--- config.mk ---
export PLATFORM = sky130hd
export DESIGN_NAME = object_record_loader
export DESIGN_NICKNAME = d
export VERILOG_FILES = /design/src/rtl/orl_pkg.sv /design/src/rtl/orl_step.sv /design/src/rtl/object_record_loader.sv
export SDC_FILE = /design/constraint.sdc
export NUM_CORES = 1
export LEC_CHECK = 0
export BUFFER_PORTS_ARGS = -buffer_cell sky130_fd_sc_hd__buf_2
export CORE_ASPECT_RATIO = 2
export CORE_MARGIN = 5
export CORE_UTILIZATION = 40
export CTS_CLUSTER_DIAMETER = 120
export DETAILED_ROUTE_END_ITERATION = 6
export PLACE_DENSITY = 0.59
export SYNTH_ARGS = -nofsm -noshare
export SYNTH_HDL_FRONTEND = slang
export SYNTH_SLANG_ARGS = --single-unit
--- constraint.sdc ---
create_clock -name clk -period 2.4 [get_ports clk]
set_clock_uncertainty 0.15 [all_clocks]
set_input_delay 0.24 -clock clk [delete_from_list [all_inputs] [get_ports clk]]
set_output_delay 0.24 -clock clk [all_outputs]
set_load 0.05 [all_outputs]
--- src/rtl/orl_pkg.sv ---
// ----------------------------------------------------------------------------
// orl_pkg
// Shared types, constants and helpers for the object record loader.
// ----------------------------------------------------------------------------
package orl_pkg;

  // Width of the location counter and address accumulator (16 to 32).
  localparam int unsigned ADDR_BITS = 24;
  // First column of the data field in a text record (8 to 15).
  localparam int unsigned DATA_START_COLUMN = 12;

  localparam int unsigned CH_W       = 8;
  localparam int unsigned COL_W      = 4;
  localparam int unsigned OUT_ADDR_W = 24;
  localparam int unsigned NAME_LEN   = 6;

  localparam logic [CH_W-1:0] CH_NEWLINE   = 8'd10;
  localparam logic [CH_W-1:0] CH_HEADER    = 8'd72;  // 'H'
  localparam logic [CH_W-1:0] CH_TEXT      = 8'd84;  // 'T'
  localparam logic [CH_W-1:0] CH_END       = 8'd69;  // 'E'
  localparam logic [CH_W-1:0] SEP_RESET    = 8'd94;  // '^'

  localparam logic [COL_W-1:0] COL_ADDR_FIRST = COL_W'(1);
  localparam logic [COL_W-1:0] COL_ADDR_LAST  = COL_W'(1 + NAME_LEN);
  localparam logic [COL_W-1:0] COL_DATA       = COL_W'(DATA_START_COLUMN);

  typedef enum logic [1:0] {
    REC_NONE = 2'd0,
    REC_HEAD = 2'd1,
    REC_TEXT = 2'd2,
    REC_END  = 2'd3
  } rec_t;

  typedef enum logic [1:0] {
    KIND_WRITE   = 2'd0,
    KIND_NAME    = 2'd1,
    KIND_START   = 2'd2,
    KIND_INVALID = 2'd3
  } kind_t;

  typedef struct packed {
    logic                 halted;
    logic [COL_W-1:0]     column;
    rec_t                 record_type;
    logic [ADDR_BITS-1:0] addr_acc;
    logic [ADDR_BITS-1:0] loc_cnt;
    logic [3:0]           high_nibble;
    logic                 nibble_pending;
  } state_t;

  typedef struct packed {
    logic                  valid;
    kind_t                 kind;
    logic [OUT_ADDR_W-1:0] address;
    logic [CH_W-1:0]       value;
  } result_t;

  // Hex digit value; anything else counts as zero.
  function automatic logic [3:0] hex_value(input logic [CH_W-1:0] c);
    logic [3:0] v;
    v = 4'd0;
    if (c >= 8'd48 && c <= 8'd57) v = 4'(c - 8'd48);
    else if (c >= 8'd65 && c <= 8'd70) v = 4'(c - 8'd55);
    else if (c >= 8'd97 && c <= 8'd102) v = 4'(c - 8'd87);
    return v;
  endfunction

  // Fit a location to the result address field.
  function automatic logic [OUT_ADDR_W-1:0] to_out_addr(input logic [ADDR_BITS-1:0] a);
    logic [63:0] wide;
    wide = 64'(a);
    return wide[OUT_ADDR_W-1:0];
  endfunction

endpackage

--- src/rtl/orl_step.sv ---
// ----------------------------------------------------------------------------
// orl_step
// Per-character record parser: next state and optional result for one
// character, given the current parser state and separator code.
// ----------------------------------------------------------------------------
module orl_step (
  input  orl_pkg::state_t              state,
  input  logic [orl_pkg::CH_W-1:0]     ch,
  input  logic [orl_pkg::CH_W-1:0]     sep,
  output orl_pkg::state_t              state_nxt,
  output orl_pkg::result_t             result
);

  logic [3:0]                      digit;
  logic [orl_pkg::ADDR_BITS-1:0]   acc_shift;

  assign digit     = orl_pkg::hex_value(ch);
  assign acc_shift = {state.addr_acc[orl_pkg::ADDR_BITS-5:0], digit};

  always_comb begin
    state_nxt = state;
    result    = '0;
    result.kind = orl_pkg::KIND_WRITE;

    if (!state.halted) begin
      if (ch == orl_pkg::CH_NEWLINE) begin
        // End of line: report the start address of an end record
        if (state.record_type == orl_pkg::REC_END) begin
          result.valid   = 1'b1;
          result.kind    = orl_pkg::KIND_START;
          result.address = orl_pkg::to_out_addr(state.addr_acc);
        end
        state_nxt.column         = '0;
        state_nxt.record_type    = orl_pkg::REC_NONE;
        state_nxt.nibble_pending = 1'b0;
      end else begin
        // Advance column, saturating at the data field
        if (state.column < orl_pkg::COL_DATA) begin
          state_nxt.column = state.column + orl_pkg::COL_W'(1);
        end

        if (state.column == '0) begin
          // Record type character
          state_nxt.addr_acc       = '0;
          state_nxt.nibble_pending = 1'b0;
          if (ch == orl_pkg::CH_HEADER) begin
            state_nxt.record_type = orl_pkg::REC_HEAD;
          end else if (ch == orl_pkg::CH_TEXT) begin
            state_nxt.record_type = orl_pkg::REC_TEXT;
          end else if (ch == orl_pkg::CH_END) begin
            state_nxt.record_type = orl_pkg::REC_END;
          end else begin
            state_nxt.record_type = orl_pkg::REC_NONE;
            state_nxt.halted      = 1'b1;
            result.valid          = 1'b1;
            result.kind           = orl_pkg::KIND_INVALID;
          end
        end else if (state.column > orl_pkg::COL_ADDR_FIRST &&
                     state.column <= orl_pkg::COL_ADDR_LAST) begin
          // Name characters or address digits
          if (state.record_type == orl_pkg::REC_HEAD) begin
            result.valid   = 1'b1;
            result.kind    = orl_pkg::KIND_NAME;
            result.address = orl_pkg::OUT_ADDR_W'(state.column - orl_pkg::COL_W'(2));
            result.value   = ch;
          end else begin
            state_nxt.addr_acc = acc_shift;
            if (state.record_type == orl_pkg::REC_TEXT) begin
              state_nxt.loc_cnt = acc_shift;
            end
          end
        end else if (state.column >= orl_pkg::COL_DATA &&
                     state.record_type == orl_pkg::REC_TEXT) begin
          // Data field: drop separators, pair up hex digits
          if (ch != sep) begin
            if (!state.nibble_pending) begin
              state_nxt.high_nibble    = digit;
              state_nxt.nibble_pending = 1'b1;
            end else begin
              state_nxt.nibble_pending = 1'b0;
              result.valid   = 1'b1;
              result.kind    = orl_pkg::KIND_WRITE;
              result.address = orl_pkg::to_out_addr(state.loc_cnt);
              result.value   = {state.high_nibble, digit};
              state_nxt.loc_cnt = state.loc_cnt + orl_pkg::ADDR_BITS'(1);
            end
          end
        end
      end
    end
  end

endmodule

--- src/rtl/object_record_loader.sv ---
// ----------------------------------------------------------------------------
// object_record_loader
// Absolute loader for object program text, one character per transaction.
// ----------------------------------------------------------------------------
// Usage:
//   in_ch / in_valid / in_ready carries the object text, one character per
//   transaction; a newline ends a line. Each character yields zero or one
//   result on out_kind / out_address / out_value (out_valid / out_ready):
//   a memory write, a program name character, the start address, or an
//   invalid record report. cfg_we / cfg_wdata sets the separator character
//   dropped in text data; write it only while the block is idle.
//   A result appears in the cycle after its input transaction. Throughput is
//   one character per cycle unless the receiver stalls: the parser state
//   updates in the accepting cycle; one result register holds the output.
//   While the receiver stalls with a result held, in_ready drops; it stays
//   high whenever the result register is empty or being drained.
//   After an invalid record the block keeps accepting characters but gives
//   no results until reset. Synchronous reset (rst_n low) clears the parser
//   state and the result register, and restores the separator to '^'.
// ----------------------------------------------------------------------------
module object_record_loader (
  input  logic                            clk,
  input  logic                            rst_n,
  input  logic                            in_valid,
  output logic                            in_ready,
  input  logic [orl_pkg::CH_W-1:0]        in_ch,
  output logic                            out_valid,
  input  logic                            out_ready,
  output logic [1:0]                      out_kind,
  output logic [orl_pkg::OUT_ADDR_W-1:0]  out_address,
  output logic [orl_pkg::CH_W-1:0]        out_value,
  input  logic                            cfg_we,
  input  logic [orl_pkg::CH_W-1:0]        cfg_wdata
);

  orl_pkg::state_t              state_r, state_nxt;
  orl_pkg::result_t             step_res;
  orl_pkg::result_t             res_r;
  logic [orl_pkg::CH_W-1:0]     sep_r;
  logic                         in_fire;

  assign in_ready = !res_r.valid || out_ready;
  assign in_fire  = in_valid && in_ready;

  orl_step u_step (
    .state     (state_r),
    .ch        (in_ch),
    .sep       (sep_r),
    .state_nxt (state_nxt),
    .result    (step_res)
  );

  // Separator register
  always_ff @(posedge clk) begin
    if (!rst_n) begin
      sep_r <= orl_pkg::SEP_RESET;
    end else if (cfg_we) begin
      sep_r <= cfg_wdata;
    end
  end

  // Parser state: advance on each accepted character
  always_ff @(posedge clk) begin
    if (!rst_n) begin
      state_r <= '0;
    end else if (in_fire) begin
      state_r <= state_nxt;
    end
  end

  // Result register: load a new result, drop one that was taken
  always_ff @(posedge clk) begin
    if (!rst_n) begin
      res_r <= '0;
    end else if (in_fire && step_res.valid) begin
      res_r <= step_res;
    end else if (out_ready) begin
      res_r.valid <= 1'b0;
    end
  end

  assign out_valid   = res_r.valid;
  assign out_kind    = res_r.kind;
  assign out_address = res_r.address;
  assign out_value   = res_r.value;

`ifndef SYNTHESIS
  // Halt is sticky until reset
  a_halt_sticky: assert property (@(posedge clk) disable iff (!rst_n)
    state_r.halted |=> state_r.halted)
    else $error("halt flag cleared without reset");

  // An invalid record always halts the parser
  a_invalid_halts: assert property (@(posedge clk) disable iff (!rst_n)
    (in_fire && step_res.valid && step_res.kind == orl_pkg::KIND_INVALID)
      |=> state_r.halted)
    else $error("invalid record did not halt the parser");

  // Column never passes the data field start
  a_col_sat: assert property (@(posedge clk) disable iff (!rst_n)
    state_r.column <= orl_pkg::COL_DATA)
    else $error("column counter past saturation");

  // No result is produced once halted
  a_halted_quiet: assert property (@(posedge clk) disable iff (!rst_n)
    (state_r.halted && in_fire) |-> !step_res.valid)
    else $error("result produced while halted");
`endif

endmodule
==> summary by stage, run 1 <==
Run status
The run finished with clean final reports.

Power and ir drop
The net load switching power is between 1 and 1.5 mW. VDD sags by at most 0.393 mV. Cell internal power was estimated by the tool at 2.86 mW. Of the total power, registers draw 0.426.

The share of total power dissipated in the clock network is 0.334. The switching share of power is 0.336. The logic gate share of total power is 0.239. Power spread over the standard cell area amounts to 630 mW/mm². The leakage power is 2.58 nW.

Critical path
The data required time of the critical path is 2510 ps. The kind of end point of the critical path is a flip-flop. The largest fanout on the critical path is 5.

The data arrival time at the worst-slack endpoint is 2380 ps. The worst setup path is launched from a flip-flop. The path type of the worst setup path is flip-flop to flip-flop.

Timing
The final number of hold-violating endpoints was 0. In the finished design, the share of the clock period the worst path needs comes to 0.944. The relative slew slack is 0.592.

The total setup violations reported at the end of the flow is 0. Setup repair after global routing left no endpoint under its margin. After layout, the minimum clock period comes to ~2300 ps. Timing would allow up to around 440 MHz. For the pin with the worst max-slew slack, the measured transition is 611 ps. The worst path setup slack after routing is 134 ps. The count of final max-slew check failures is 0.

Place
The sum of net half-perimeters after detailed placement is 13700 µm. At the placement stage, the worst setup path has a slack of -97.3 ps. After detailed placement, the design holds a cell count of around 900. In this run the cell area measured after placement is 0.00636 mm². The placer's final routability congestion estimate is 0.918. Port buffering added 56 buffers.

Logic synthesis
The mean instance size in the synthesized netlist is ~8 µm². Yosys mapped the design onto 65 distinct sky130hd cell types. Yosys printed 0 warnings. For this run, asynchronously set or reset flops after synthesis account for 0. The largest total area in the synthesized netlist belongs to sky130_fd_sc_hd__dfxtp_1. By area the synthesized netlist is led by sky130_fd_sc_hd__dfxtp_1, sky130_fd_sc_hd__a21oi_1, sky130_fd_sc_hd__nand2_1.

When the netlist entered floorplanning its net count stood at slightly above 700. The synthesized design contains 103 register bits. The most common flop cell mapped by yosys is sky130_fd_sc_hd__dfxtp_1. The share of synthesized area in the top cell type comes to 0.377.

The share of the Yosys chip area taken by registers is 0.377. After synthesis the cells add up to 0.00547 mm². Yosys mapped a number of flops with a built-in enable equal to 0. The cell count after synthesis came out at 673.

Finish
In the final design database the tool counted 798 nets. Compared with the post-synthesis result, the final layout area differs by 25.1%. Leaving out fill and tap cells, the most frequent cells in the layout are sky130_fd_sc_hd__dfxtp_1, sky130_fd_sc_hd__a21oi_1, sky130_fd_sc_hd__nand2_1.

The non-filler instance count after layout is 927. After routing the design area is 0.00684 mm². The number of antenna repair diodes is 0. In the final layout, the share of cells above drive strength 1 is 0.224. The library cell used most frequently in the layout, excluding fill and tap cells, is sky130_fd_sc_hd__dfxtp_1.

Routing
Dividing the detail-routed wire length by the instance count gives 20.5 µm. The iteration-0 DRC count of the detailed router is ~340. Wires add up to 19000 µm. The detailed-routing iteration count for the pre-antenna-repair pass is 5. The via density per instance is 6.07. The detailed router placed about 5600 vias in this run. Once detail routing completed, the nets flagged for antenna violations numbered 0.

After detailed routing, the number of remaining DRC violations is 0.

CTS
The maximum buffer depth of the clock tree is 2. Clock latency on the worst-skew pair, taken at its later pin, is 350 ps. The root buffer selected by CTS is sky130_fd_sc_hd__clkbuf_16. The TritonCTS clock tree is built. After clock tree synthesis, the clock-pin slew on the worst setup and hold paths is around 80 ps. The maximum level of the CTS H-tree is 3.

Clock tree synthesis found a total of 103 sinks. The number of buffers inserted during clock tree synthesis is 9.

GRT
The initial antenna violation count came to 0. The via count of the first global-routing pass is 5715. Entering global routing, the biggest net connects 61 pins. In the global route stage, overall resource usage came out at 0.236. The final global-route overflow total is 0.

The first global-routing pass estimated a little over 30000 µm of wire.

Floorplanning
The die is ~180 µm tall. For this configuration, the core starts out at a cell density of 0.407. The boundary pin count is between 50 and 60. The core region is 0.0134 mm². The x dimension of the die is slightly above 90 µm. The number of rows in the core area is 60. The die covers ~0.016 mm².

Min path
The worst hold-check path type is input pin to flip-flop.

Job
Max-cap violations in this run came to 0.
==> cell families (layout without fill, tap and decap cells) <==
logic type      count (synthesis)  after routing  share of synthesized area
mux                            12             12                     0.0220
xor+xnor                       12             12                     0.0192
simple gates                  223            223                      0.212
buf+inv                        64            163                     0.0517
compound gates                249            249                      0.295
fa+ha+maj                      10             10                     0.0229
flops                         103            103                      0.377
==> sequential cells by signal, indices dropped and copies added (netlist names) <==
| signal | flops |
|---|---|
| sep_r | 8 |
| out_kind | 2 |
| out_address | 24 |
| out_value | 8 |
| out_valid | 1 |
| state_r | 60 |
==> path summary, 6_finish.rpt <==
kind	depth (start not counted)	slack, ps	to	startpoint
hold reg to reg	2	310	state_r[50]	state_r[50]
hold / removal	4	90	out_valid	out_ready
setup reg to reg	9	130	state_r[13]	state_r[55]
setup / recovery	9	130	state_r[13]	state_r[55]
==> synth_stat cells, drive strengths merged (5+ instances only) <==
cell type,number
nand2,74
and4,8
o21ai,52
a21oi,97
o211ai,6
nor2,42
nand4,13
a221oi,7
clkbuf,37
nor3,14
o31ai,6
and2,6
a22oi,9
nand3,34
inv,8
ha,10
a2bb2oi,24
a21boi,5
xnor2,12
buf,18
nand2b,7
a311oi,9
mux2i,12
dfxtp,103
==> what timing repair did <==
action | CTS | global route
pin swaps | 0 | 3
setup buffers | 0 | 2
endpoints found under the setup margin | 17 | 55
hold endpoints to repair | 8 | 0
gates resized for setup | 1 | 12
hold buffers | 8 | 0
gates cloned | 0 | 2
==> layer usage <==
layer	up-vias	part of all wire	global-route usage
li1	2669	-	-
met1	2732	0.35	0.240
met2	172	0.56	0.449
met3	58	0.033	0.0214
met4	0	0.059	0.146
met5	-	0	0
==> layout make-up <==
cell class,count,area (µm²)
Fill cell,1283,6600
Multi-Input combinational cell,506,3170
Sequential cell,103,2060
Timing Repair Buffer,138,1100
Clock buffer,10,229
Tap cell,155,194
Clock inverter,6,52.6
Inverter,9,33.8
==> worst max-delay path, cell delays in order, from the launching register on <==
cell,delay [ps]
sky130_fd_sc_hd__dfxtp_1,330
sky130_fd_sc_hd__inv_1,80
sky130_fd_sc_hd__ha_4,190
sky130_fd_sc_hd__nor3b_4,180
sky130_fd_sc_hd__buf_4,160
sky130_fd_sc_hd__nor4b_4,320
sky130_fd_sc_hd__a21boi_4,270
sky130_fd_sc_hd__buf_4,180
sky130_fd_sc_hd__a21oi_1,70
sky130_fd_sc_hd__a311oi_1,250
==> power by group through the flow <==
stage | combinational [mW] | sequential (mW) | clock [mW]
6_report | 1.03 | 1.84 | 1.44
5_1_grt | 1.10 | 1.85 | 1.51
4_1_cts | 0.983 | 1.84 | 1.46
3_5_place_dp | 0.969 | 1.88 | 0
3_3_place_gp | 0.958 | 1.87 | 0
2_1_floorplan | 0.419 | 2.11 | 0
==> stage by stage <==
stage / hold slack, ps / total power [mW] / TNS, ps / util
after floorplan: 219 / 2.53 / 0 / -
after global placement: 292 / 2.83 / 0 / 0.473
after detailed placement: 298 / 2.85 / -940 / 0.473
after CTS: 90.3 / 4.28 / 0 / 0.501
after global routing: 130 / 4.45 / 0 / 0.509
final: 93.9 / 4.31 / 0 / 0.509
No activity file was read; power rests on OpenSTA's default activity.
==> run 2: changes to the inputs <==
CTS_BUF_LIST = sky130_fd_sc_hd__clkbuf_8 sky130_fd_sc_hd__clkbuf_16   (was default)
clock period = 1.9 ns   (was 2.4 ns; I/O delays follow)
==> summary by stage, run 2 (same netlist as run 1, synthesis figures left out) <==
Place
After legalization and detailed placement, the total HPWL measured 15400 µm. At the placement stage, the worst setup path has a slack of -518 ps. The instance area after placement is 0.00707 mm². The placer's final routability congestion estimate is 0.893. The count of port buffers added during placement is 56.

The cell count after placement is 973.

Critical path
The kind of end point of the critical path is a flip-flop. The reg2reg setup slack is -330 ps. The capture instance of the worst register-to-register path is state_r[19]. Tracing the worst setup path back leads to its startpoint at state_r[55]. The data arrival time at the worst-slack endpoint is 2340 ps. The timing endpoint of the critical path is state_r[19].

The data required time of the critical path is 2010 ps. The path type of the worst setup path is flip-flop to flip-flop. The nature of the critical path startpoint is a flip-flop. The largest fanout on the critical path is 4. The worst register-to-register path begins at state_r[55]. The worst-case reg-to-reg path depth is 9.

GRT
The overall fraction of global-route tracks in use is 0.273. Entering global routing, the biggest net connects 61 pins. The via count of the first global-routing pass came to 6347.

The global-route wire length before repair is 34000 µm. The initial antenna violation count was 0. For this run the aggregate overflow at the end of global routing stands at 0.

Finish
The register with the most flip-flops is state_r. The finished cells cover roughly 0.0084 mm². The synthesis-to-layout area growth is 53.9%. The register area is 0.00207 mm². The area of the multi-input gates is 0.00364 mm². Counting the fill cells in the layout gives between 1000 and 1500. Leaving out fill and tap cells, the most frequent cells in the layout are sky130_fd_sc_hd__buf_4, sky130_fd_sc_hd__dfxtp_1, sky130_fd_sc_hd__a21oi_1. At the end of the flow, the number of nets in the layout was roughly 900. In the final layout, the share of cells above drive strength 1 is 0.418. The number of antenna repair diodes is 0. The final core area utilization is 0.626.

The most common cell after layout, fill and taps aside is sky130_fd_sc_hd__buf_4. The number of flip-flops under the largest register name is 60. The non-filler instance count after layout is 1031.

Floorplanning
The x dimension of the die is 92.7 µm. 57 I/O pins were placed. The floorplan has 60 rows. Measured along the y axis, the die boundary spans 175 µm. The effective utilization at floorplan is 0.407.

The area of the placeable core is 0.0134 mm². The die covers 0.0162 mm².

CTS
The clock passes through at most 2 buffers. The TritonCTS clock tree is built. The total number of clock tree sinks is ~100. The number of buffers inserted during clock tree synthesis is 9. The root buffer selected by CTS is sky130_fd_sc_hd__clkbuf_16. Clock-pin slew was measured on the worst setup and hold paths at 70 ps. For the worst-skew pair, the clock arrives at the later sink with an insertion delay of 360 ps. The maximum level of the CTS H-tree is 3.

Routing
After detailed routing, the number of remaining DRC violations is 0. In this run, the number of DRC markers left after iteration 0 of detailed routing was 403. The first detailed-routing pass took 5 iterations. In the routed layout, each cell is associated on average with a via count of 6.08. Once detail routing completed, the nets flagged for antenna violations numbered 0.

The overall via count from detail_route is 6273. The average detailed-routed wire length per instance is 21.8 µm. The final routed wirelength across all metal layers is 22400 µm.

Power and ir drop
The leakage power is 3.28 nW. Of the total power, the share spent switching nets is 0.342. Dividing total power by cell area gives a power density of 719 mW/mm².

The overall power consumption is 6.05 mW. The logic gate share of total power is 0.305. The net load switching power is 2.07 mW. The cell-internal power is 3.98 mW. The worst vdd rail ir drop is 0.588 mV. The sequential fraction of design power is 0.386. The fraction of power consumed by the clock network is 0.308.

Timing
Final hold analysis gives a worst-case slack of 91.1 ps. Setup repair after global routing could not meet its margin everywhere. Subtracting the final worst setup slack from the clock period gives 2230 ps. The count of final max-slew check failures is 0. Setup violations remaining at the end of the flow were counted as 85. Summed over all failing endpoints, the final setup total negative slack is -18490 ps. The final number of hold-violating endpoints is 0. At the pin with the least slew margin, the transition time is 815 ps.

Based on the critical path, the design can be clocked at up to 449 MHz. The worst pin sits at a relative slew slack of 0.449. Of the available clock period, the critical path in the final layout requires 1.17. In the post-route analysis, the smallest setup slack over all paths is -327 ps.

Min path
The min-delay analysis places its worst path in the category input pin to flip-flop.

Run status
The run finished, with violations left. The final reports fail on negative setup slack.

Job
The tool flagged a number of max-cap violations equal to 0.
-- run 2: final cells by class --
class                   count  share of cell area
flip-flops and latches    103               0.247
well taps                 155              0.0230
multi-input cells         506               0.433
clock buffers               9              0.0268
inverters                   9             0.00580
clock inverters             7             0.00729
repair buffers            242               0.258
-- run 2: how the worst min path moves through the flow --
stage	startpoint	end	slack, ps	cells after the start
global route	out_ready	out_valid	100	5
CTS	cfg_we	sep_r[6]	90	3
floorplan	cfg_wdata[1]	sep_r[1]	170	2
detailed placement	cfg_wdata[6]	sep_r[6]	260	3
global placement	cfg_wdata[6]	sep_r[6]	260	3
finish	cfg_we	sep_r[6]	90	3
-- run 2: critical path, stage by stage, from the launching register on --
cell and delay, ps:
sky130_fd_sc_hd__dfxtp_4 370, sky130_fd_sc_hd__inv_4 40, sky130_fd_sc_hd__ha_4 160, sky130_fd_sc_hd__nor3b_4 170
sky130_fd_sc_hd__buf_12 130, sky130_fd_sc_hd__nor4b_4 280, sky130_fd_sc_hd__a21boi_4 320, sky130_fd_sc_hd__buf_6 170
sky130_fd_sc_hd__a21oi_2 60, sky130_fd_sc_hd__a311oi_2 270
-- run 2: what timing repair did --
item / in CTS / in global routing
cloned: 7 / 3
pin swaps: 26 / 32
hold buffers: 8 / 0
endpoints found under the hold margin: 8 / 0
gates resized for setup: 81 / 55
endpoints found under the setup margin: 87 / 91
buffers inserted: 21 / 6
-- run 2: per-layer routing --
metal	vias to the layer above	global-route usage	part of all wire
met2	265	0.527	0.55
li1	2897	-	-
met1	3003	0.249	0.31
met4	0	0.194	0.085
met5	-	0	0
met3	108	0.0420	0.049
-- run 2: power by group through the flow --
| stage | clock network, mW | logic (mW) | registers [mW] |
|---|---|---|---|
| CTS | 1.88 | 1.72 | 2.33 |
| global placement | 0 | 1.36 | 2.38 |
| global route | 1.97 | 1.94 | 2.35 |
| detailed placement | 0 | 1.39 | 2.38 |
| floorplan | 0 | 0.596 | 2.68 |
| finish | 1.87 | 1.85 | 2.34 |
==> run 3: changes to the inputs <==
CORE_UTILIZATION = 53   (was 40)
PLACE_DENSITY = 0.75   (was 0.59)
==> summary by stage, run 3 <==
Timing
The worst setup endpoint after the global-route repair_timing is state_r[19]$_SDFFE_PN0P_/D. After the last repair the worst path ends at a sequential cell input.

CTS
No sink is reached through more buffers than the 2 on the longest clock path. The total number of clock tree sinks is a little over 100. The number of buffers inserted during clock tree synthesis is 9. The clock tree synthesis step divided the H-tree into 3 levels.

The root buffer selected by CTS is sky130_fd_sc_hd__clkbuf_16.

Logic synthesis
The sequential cell area fraction in the yosys report is 0.377. Of the total synthesized cell area, the portion taken by XOR and XNOR cells is 0.0192. The mapped netlist covers 0.00547 mm².

The area share of and/or/nand/nor cells after synthesis is 0.212. The library cell with the largest summed area after synthesis is sky130_fd_sc_hd__dfxtp_1. The post-synthesis sequential element count is 103. The share of the synthesized area in the top cell type is 0.377. The area share of fa/ha/maj cells after synthesis is 0.0229.

The fraction of synthesis flops using an asynchronous set or reset pin is 0. The most common flop cell mapped by yosys is sky130_fd_sc_hd__dfxtp_1. For this run, the number of Yosys warnings is 0.

A synthesized cell averages 8.12 µm². After synthesis, the share of cell area in mux cells is 0.0220. The compound-gate portion of the synthesized area is 0.295. The count of flip-flops with a built-in enable after synthesis is 0. Yosys instantiated no cell more often than sky130_fd_sc_hd__dfxtp_1. The count of cell types in the netlist is 65. Yosys attributes the largest share of cell area to sky130_fd_sc_hd__dfxtp_1, sky130_fd_sc_hd__a21oi_1, sky130_fd_sc_hd__nand2_1. Synthesis handed over a netlist of roughly 670 instances. The net count after synthesis is about 700. The dominant combinational cell family by area after synthesis is compound AO/OA/AOI/OAI gates. The commonest cells after synthesis are sky130_fd_sc_hd__dfxtp_1, sky130_fd_sc_hd__a21oi_1, sky130_fd_sc_hd__nand2_1, sky130_fd_sc_hd__o21ai_0, sky130_fd_sc_hd__nor2_1.

Place
Once placement completed, the tool counted placed cells totaling 956. The count of port buffers added during placement is 56. The instance area after placement is 0.00703 mm². The sum of net half-perimeters after detailed placement is 15700 µm. The placer's final routability congestion estimate is 0.956.

GRT
Across every metal layer, demand over resource in global routing totals 0.547. Entering global routing, the biggest net connects 61 pins. The final global-route overflow total is 1.

Floorplanning
The number of rows in the core area is 52. The height of the chip is approximately 150 µm. The x dimension of the die is between 80 and 90 µm. The effective utilization at floorplan is 0.539. In this run the count of I/O pins placed on the die edge is 57.

Run status
The stage at which the run stopped is global routing. The flow did not finish. The tool reported: "[ERROR GRT-0232] Routing congestion too high. Check the congestion heatmap in the GUI".
[run 3: cell counts after synthesis]
Identical to the previous run, type by type.
[run 3: repair_timing]
item,CTS
setup endpoints to repair,78
cloned,7
hold buffers,8
endpoints found under the hold margin,8
buffers inserted,15
pin swaps,35
resized for setup,104
[run 3: kinds of logic after synthesis]
group | after synthesis
AO/OA/AOI/OAI | 249
XOR/XNOR | 12
adder cells (fa/ha/maj) | 10
buffers and inverters | 64
flip-flops | 103
multiplexers | 12
AND/OR/NAND/NOR | 223
[run 3: stage by stage]
step / utilization / setup TNS (ps) / hold WS, ps / setup slack [ps]
3_5_place_dp: 0.692 / -30290 / 267 / -554
4_1_cts: 0.802 / -10580 / 102 / -266
2_1_floorplan: - / -10230 / 169 / -301
3_3_place_gp: 0.692 / -25600 / 260 / -501
[run 3: routing by layer]
metal	track usage	overflow
met1	0.534	0
met4	0.543	1
met5	0.0348	0
met2	0.778	0
met3	0.289	0
==> run 4: changes to the inputs <==
CORE_ASPECT_RATIO = default   (was 2)
CORE_UTILIZATION = 40   (was 53)
CTS_BUF_LIST = default   (was sky130_fd_sc_hd__clkbuf_8 sky130_fd_sc_hd__clkbuf_16)
CTS_CLUSTER_DIAMETER = default   (was 120)
PLACE_DENSITY = default   (was 0.75)
PLACE_DENSITY_LB_ADDON = 0.15   (was default)
clock period = 2.47 ns   (was 1.9 ns; I/O delays follow)
==> summary by stage, run 4 (same netlist as run 1, synthesis figures left out) <==
Finish
Of the cells placed in the final design, the portion with a size suffix greater than 1 is 0.198. The final layout net count is 778. Once layout is complete, the utilization of the core stands at 0.497.

state_r holds more flip-flops than any other register. Compared with the post-synthesis result, the final layout area differs by 21.2%. The register with the most flip-flops in the layout has 60 of them. The number of antenna repair diodes is 0. Leaving out fill and tap cells, the most frequent cells in the layout are sky130_fd_sc_hd__dfxtp_1, sky130_fd_sc_hd__a21oi_1, sky130_fd_sc_hd__nand2_1. The most common cell after layout, fill and taps aside is sky130_fd_sc_hd__dfxtp_1.

Power and ir drop
The share of total power dissipated in sequential elements is 0.417. The fraction of power consumed by the clock network is 0.367. For this design the ratio of total power to cell area is between 600 and 700 mW/mm². Internal power comes to 2.93 mW. After layout, the design draws a total of 4.28 mW. The worst-case IR drop observed on VDD is 0.421 mV. The leakage power is 2.46 nW. Of the total power, combinational logic draws 0.216. The switching share of power is 0.315.

Summed over all nets, the switching power comes to 1.35 mW.

Timing
The relative slew slack is 0.599. Dividing the final minimum period by the clock period gives 0.942. The transition time at the pin with the least slew margin is 597 ps.

The final number of hold-violating endpoints is 0. Hold is met by 34.9 ps. The maximum achievable frequency is 430 MHz. The sum of negative setup slack is 0 ps.

Setup violations remaining at the end of the flow were counted as 0. The count of final max-slew check failures is 0. The minimum clock period is 2330 ps.

Routing
Across all layers, the routed design uses around 5500 vias. For this run, the detailed router's first-pass iteration total came to 5. The final routed wirelength across all metal layers is between 15000 and 20000 µm. In the final routed layout, each cell accounts on average for 18.5 µm. The iteration-0 DRC count of the detailed router is 406.

For this run, design rule violations remaining after detail routing come to 0. The antenna violation net count after detailed routing is 0. The via density per instance is a little under 6.

CTS
After clock tree synthesis, the clock-pin slew on the worst setup and hold paths is 70 ps. Counting the buffers created by CTS gives 9. The clock latency reported for the late side of the worst-skew pair is 360 ps. The root buffer selected by CTS is sky130_fd_sc_hd__clkbuf_16. The clock passes through at most 2 buffers. CTS saw 103 sinks. TritonCTS built the clock tree. The clock tree synthesis step divided the H-tree into 3 levels.

GRT
The via count of the first global-routing pass is approximately 5400. The first global-routing pass estimated ~28000 µm of wire. Summed over all layers, the global routing overflow is 0. The initial antenna violation count is 0. Entering global routing, the biggest net connects 49 pins. Across every metal layer, demand over resource in global routing totals 0.216.

Floorplanning
The initialized floorplan defines 42 standard-cell rows. The boundary pin count is 57. The area of the placeable core is 0.0133 mm².

Measured along the y axis, the die boundary spans 127 µm. For this configuration, the core starts out at a cell density of 0.410. The die covers approximately 0.016 mm². The x dimension of the die is 127 µm.

Critical path
On the critical path, the stage with the largest delay is an instance of sky130_fd_sc_hd__or2_2. Of all nets on the critical path, the largest fanout is 15. STA classifies the critical path startpoint as a flip-flop. Together, buffers and inverters on the worst path number 2. In this design, the largest share of critical-path delay is due to compound AO/OA/AOI/OAI gates. STA classifies the critical path endpoint as a flip-flop. The startpoint of the worst register-to-register path is state_r[55]. The data arrival time at the worst-slack endpoint is about 2400 ps. The largest incremental delay on the critical path is between 300 and 400 ps.

The path type of the worst setup path is flip-flop to flip-flop. Traced cell by cell, the critical path runs through buf_4 -> ha_1 -> o21ba_2 -> or2_2 -> a21boi_4 -> buf_12 -> a21oi_1 -> a311oi_1. The data required time of the critical path is between 2000 and 3000 ps. In this run the worst setup path begins at state_r[55].

Job
Max-cap violations in this run came to 0.

Place
Buffers placed on the I/O ports in this run total 56. The sum of net half-perimeters after detailed placement is 12000 µm. The placer's final routability congestion estimate is 0.859.

Min path
The startpoint identified for the worst hold timing path is in_ch[5]. The worst hold path belongs to the class input pin to flip-flop.

Run status
The run finished with clean final reports.
==> run 4: power by group through the flow <==
stage / clock network [mW] / logic, mW / registers (mW)
floorplan: 0 / 0.407 / 2.05
global placement: 0 / 0.895 / 1.82
detailed placement: 0 / 0.900 / 1.82
CTS: 1.60 / 0.915 / 1.78
global route: 1.68 / 0.998 / 1.80
finish: 1.57 / 0.926 / 1.78
==> run 4: routing by layer <==
metal / track usage / part of all wire / vias up
li1: - / - / 2640
met1: 0.296 / 0.45 / 2594
met2: 0.341 / 0.46 / 205
met3: 0.0361 / 0.063 / 36
met4: 0.0808 / 0.024 / 0
met5: 0 / 0 / -
==> run 4: worst paths after layout <==
| check | endpoint | slack, ps | cells past startpoint |
|---|---|---|---|
| max reg2reg | state_r[18] | 140 | 8 |
| max | state_r[18] | 140 | 8 |
| min reg2reg | state_r[50] | 310 | 2 |
| min | out_value[5] | 30 | 3 |
==> run 4: area by class of cell <==
cell class	instances	area (µm²)
Clock buffer	10	229
Clock inverter	6	93.8
Fill cell	1316	6720
Inverter	9	33.8
Multi-Input combinational cell	506	3160
Sequential cell	103	2060
Tap cell	176	220
Timing Repair Buffer	118	832
==> run 4: repair_timing <==
action,4_1_cts,5_1_grt
hold buffers,8,0
endpoints found under the hold margin,8,0
setup endpoints to repair,25,45
buffers inserted,0,1
resized for setup,1,6
==> run 4: worst min-delay path, cell delays in order <==
cell and delay [ps]:
sky130_fd_sc_hd__buf_2 120, sky130_fd_sc_hd__nand2_1 60, sky130_fd_sc_hd__a311oi_1 70
==> run 4: metrics by stage <==
stage,std cells,setup WS [ps],area (µm²)
global placement,903,-0.214,6180
global route,928,-8.03,6630
floorplan,673,72.6,5470
detailed placement,903,-23.2,6180
finish,928,144,6630
CTS,927,62.0,6590
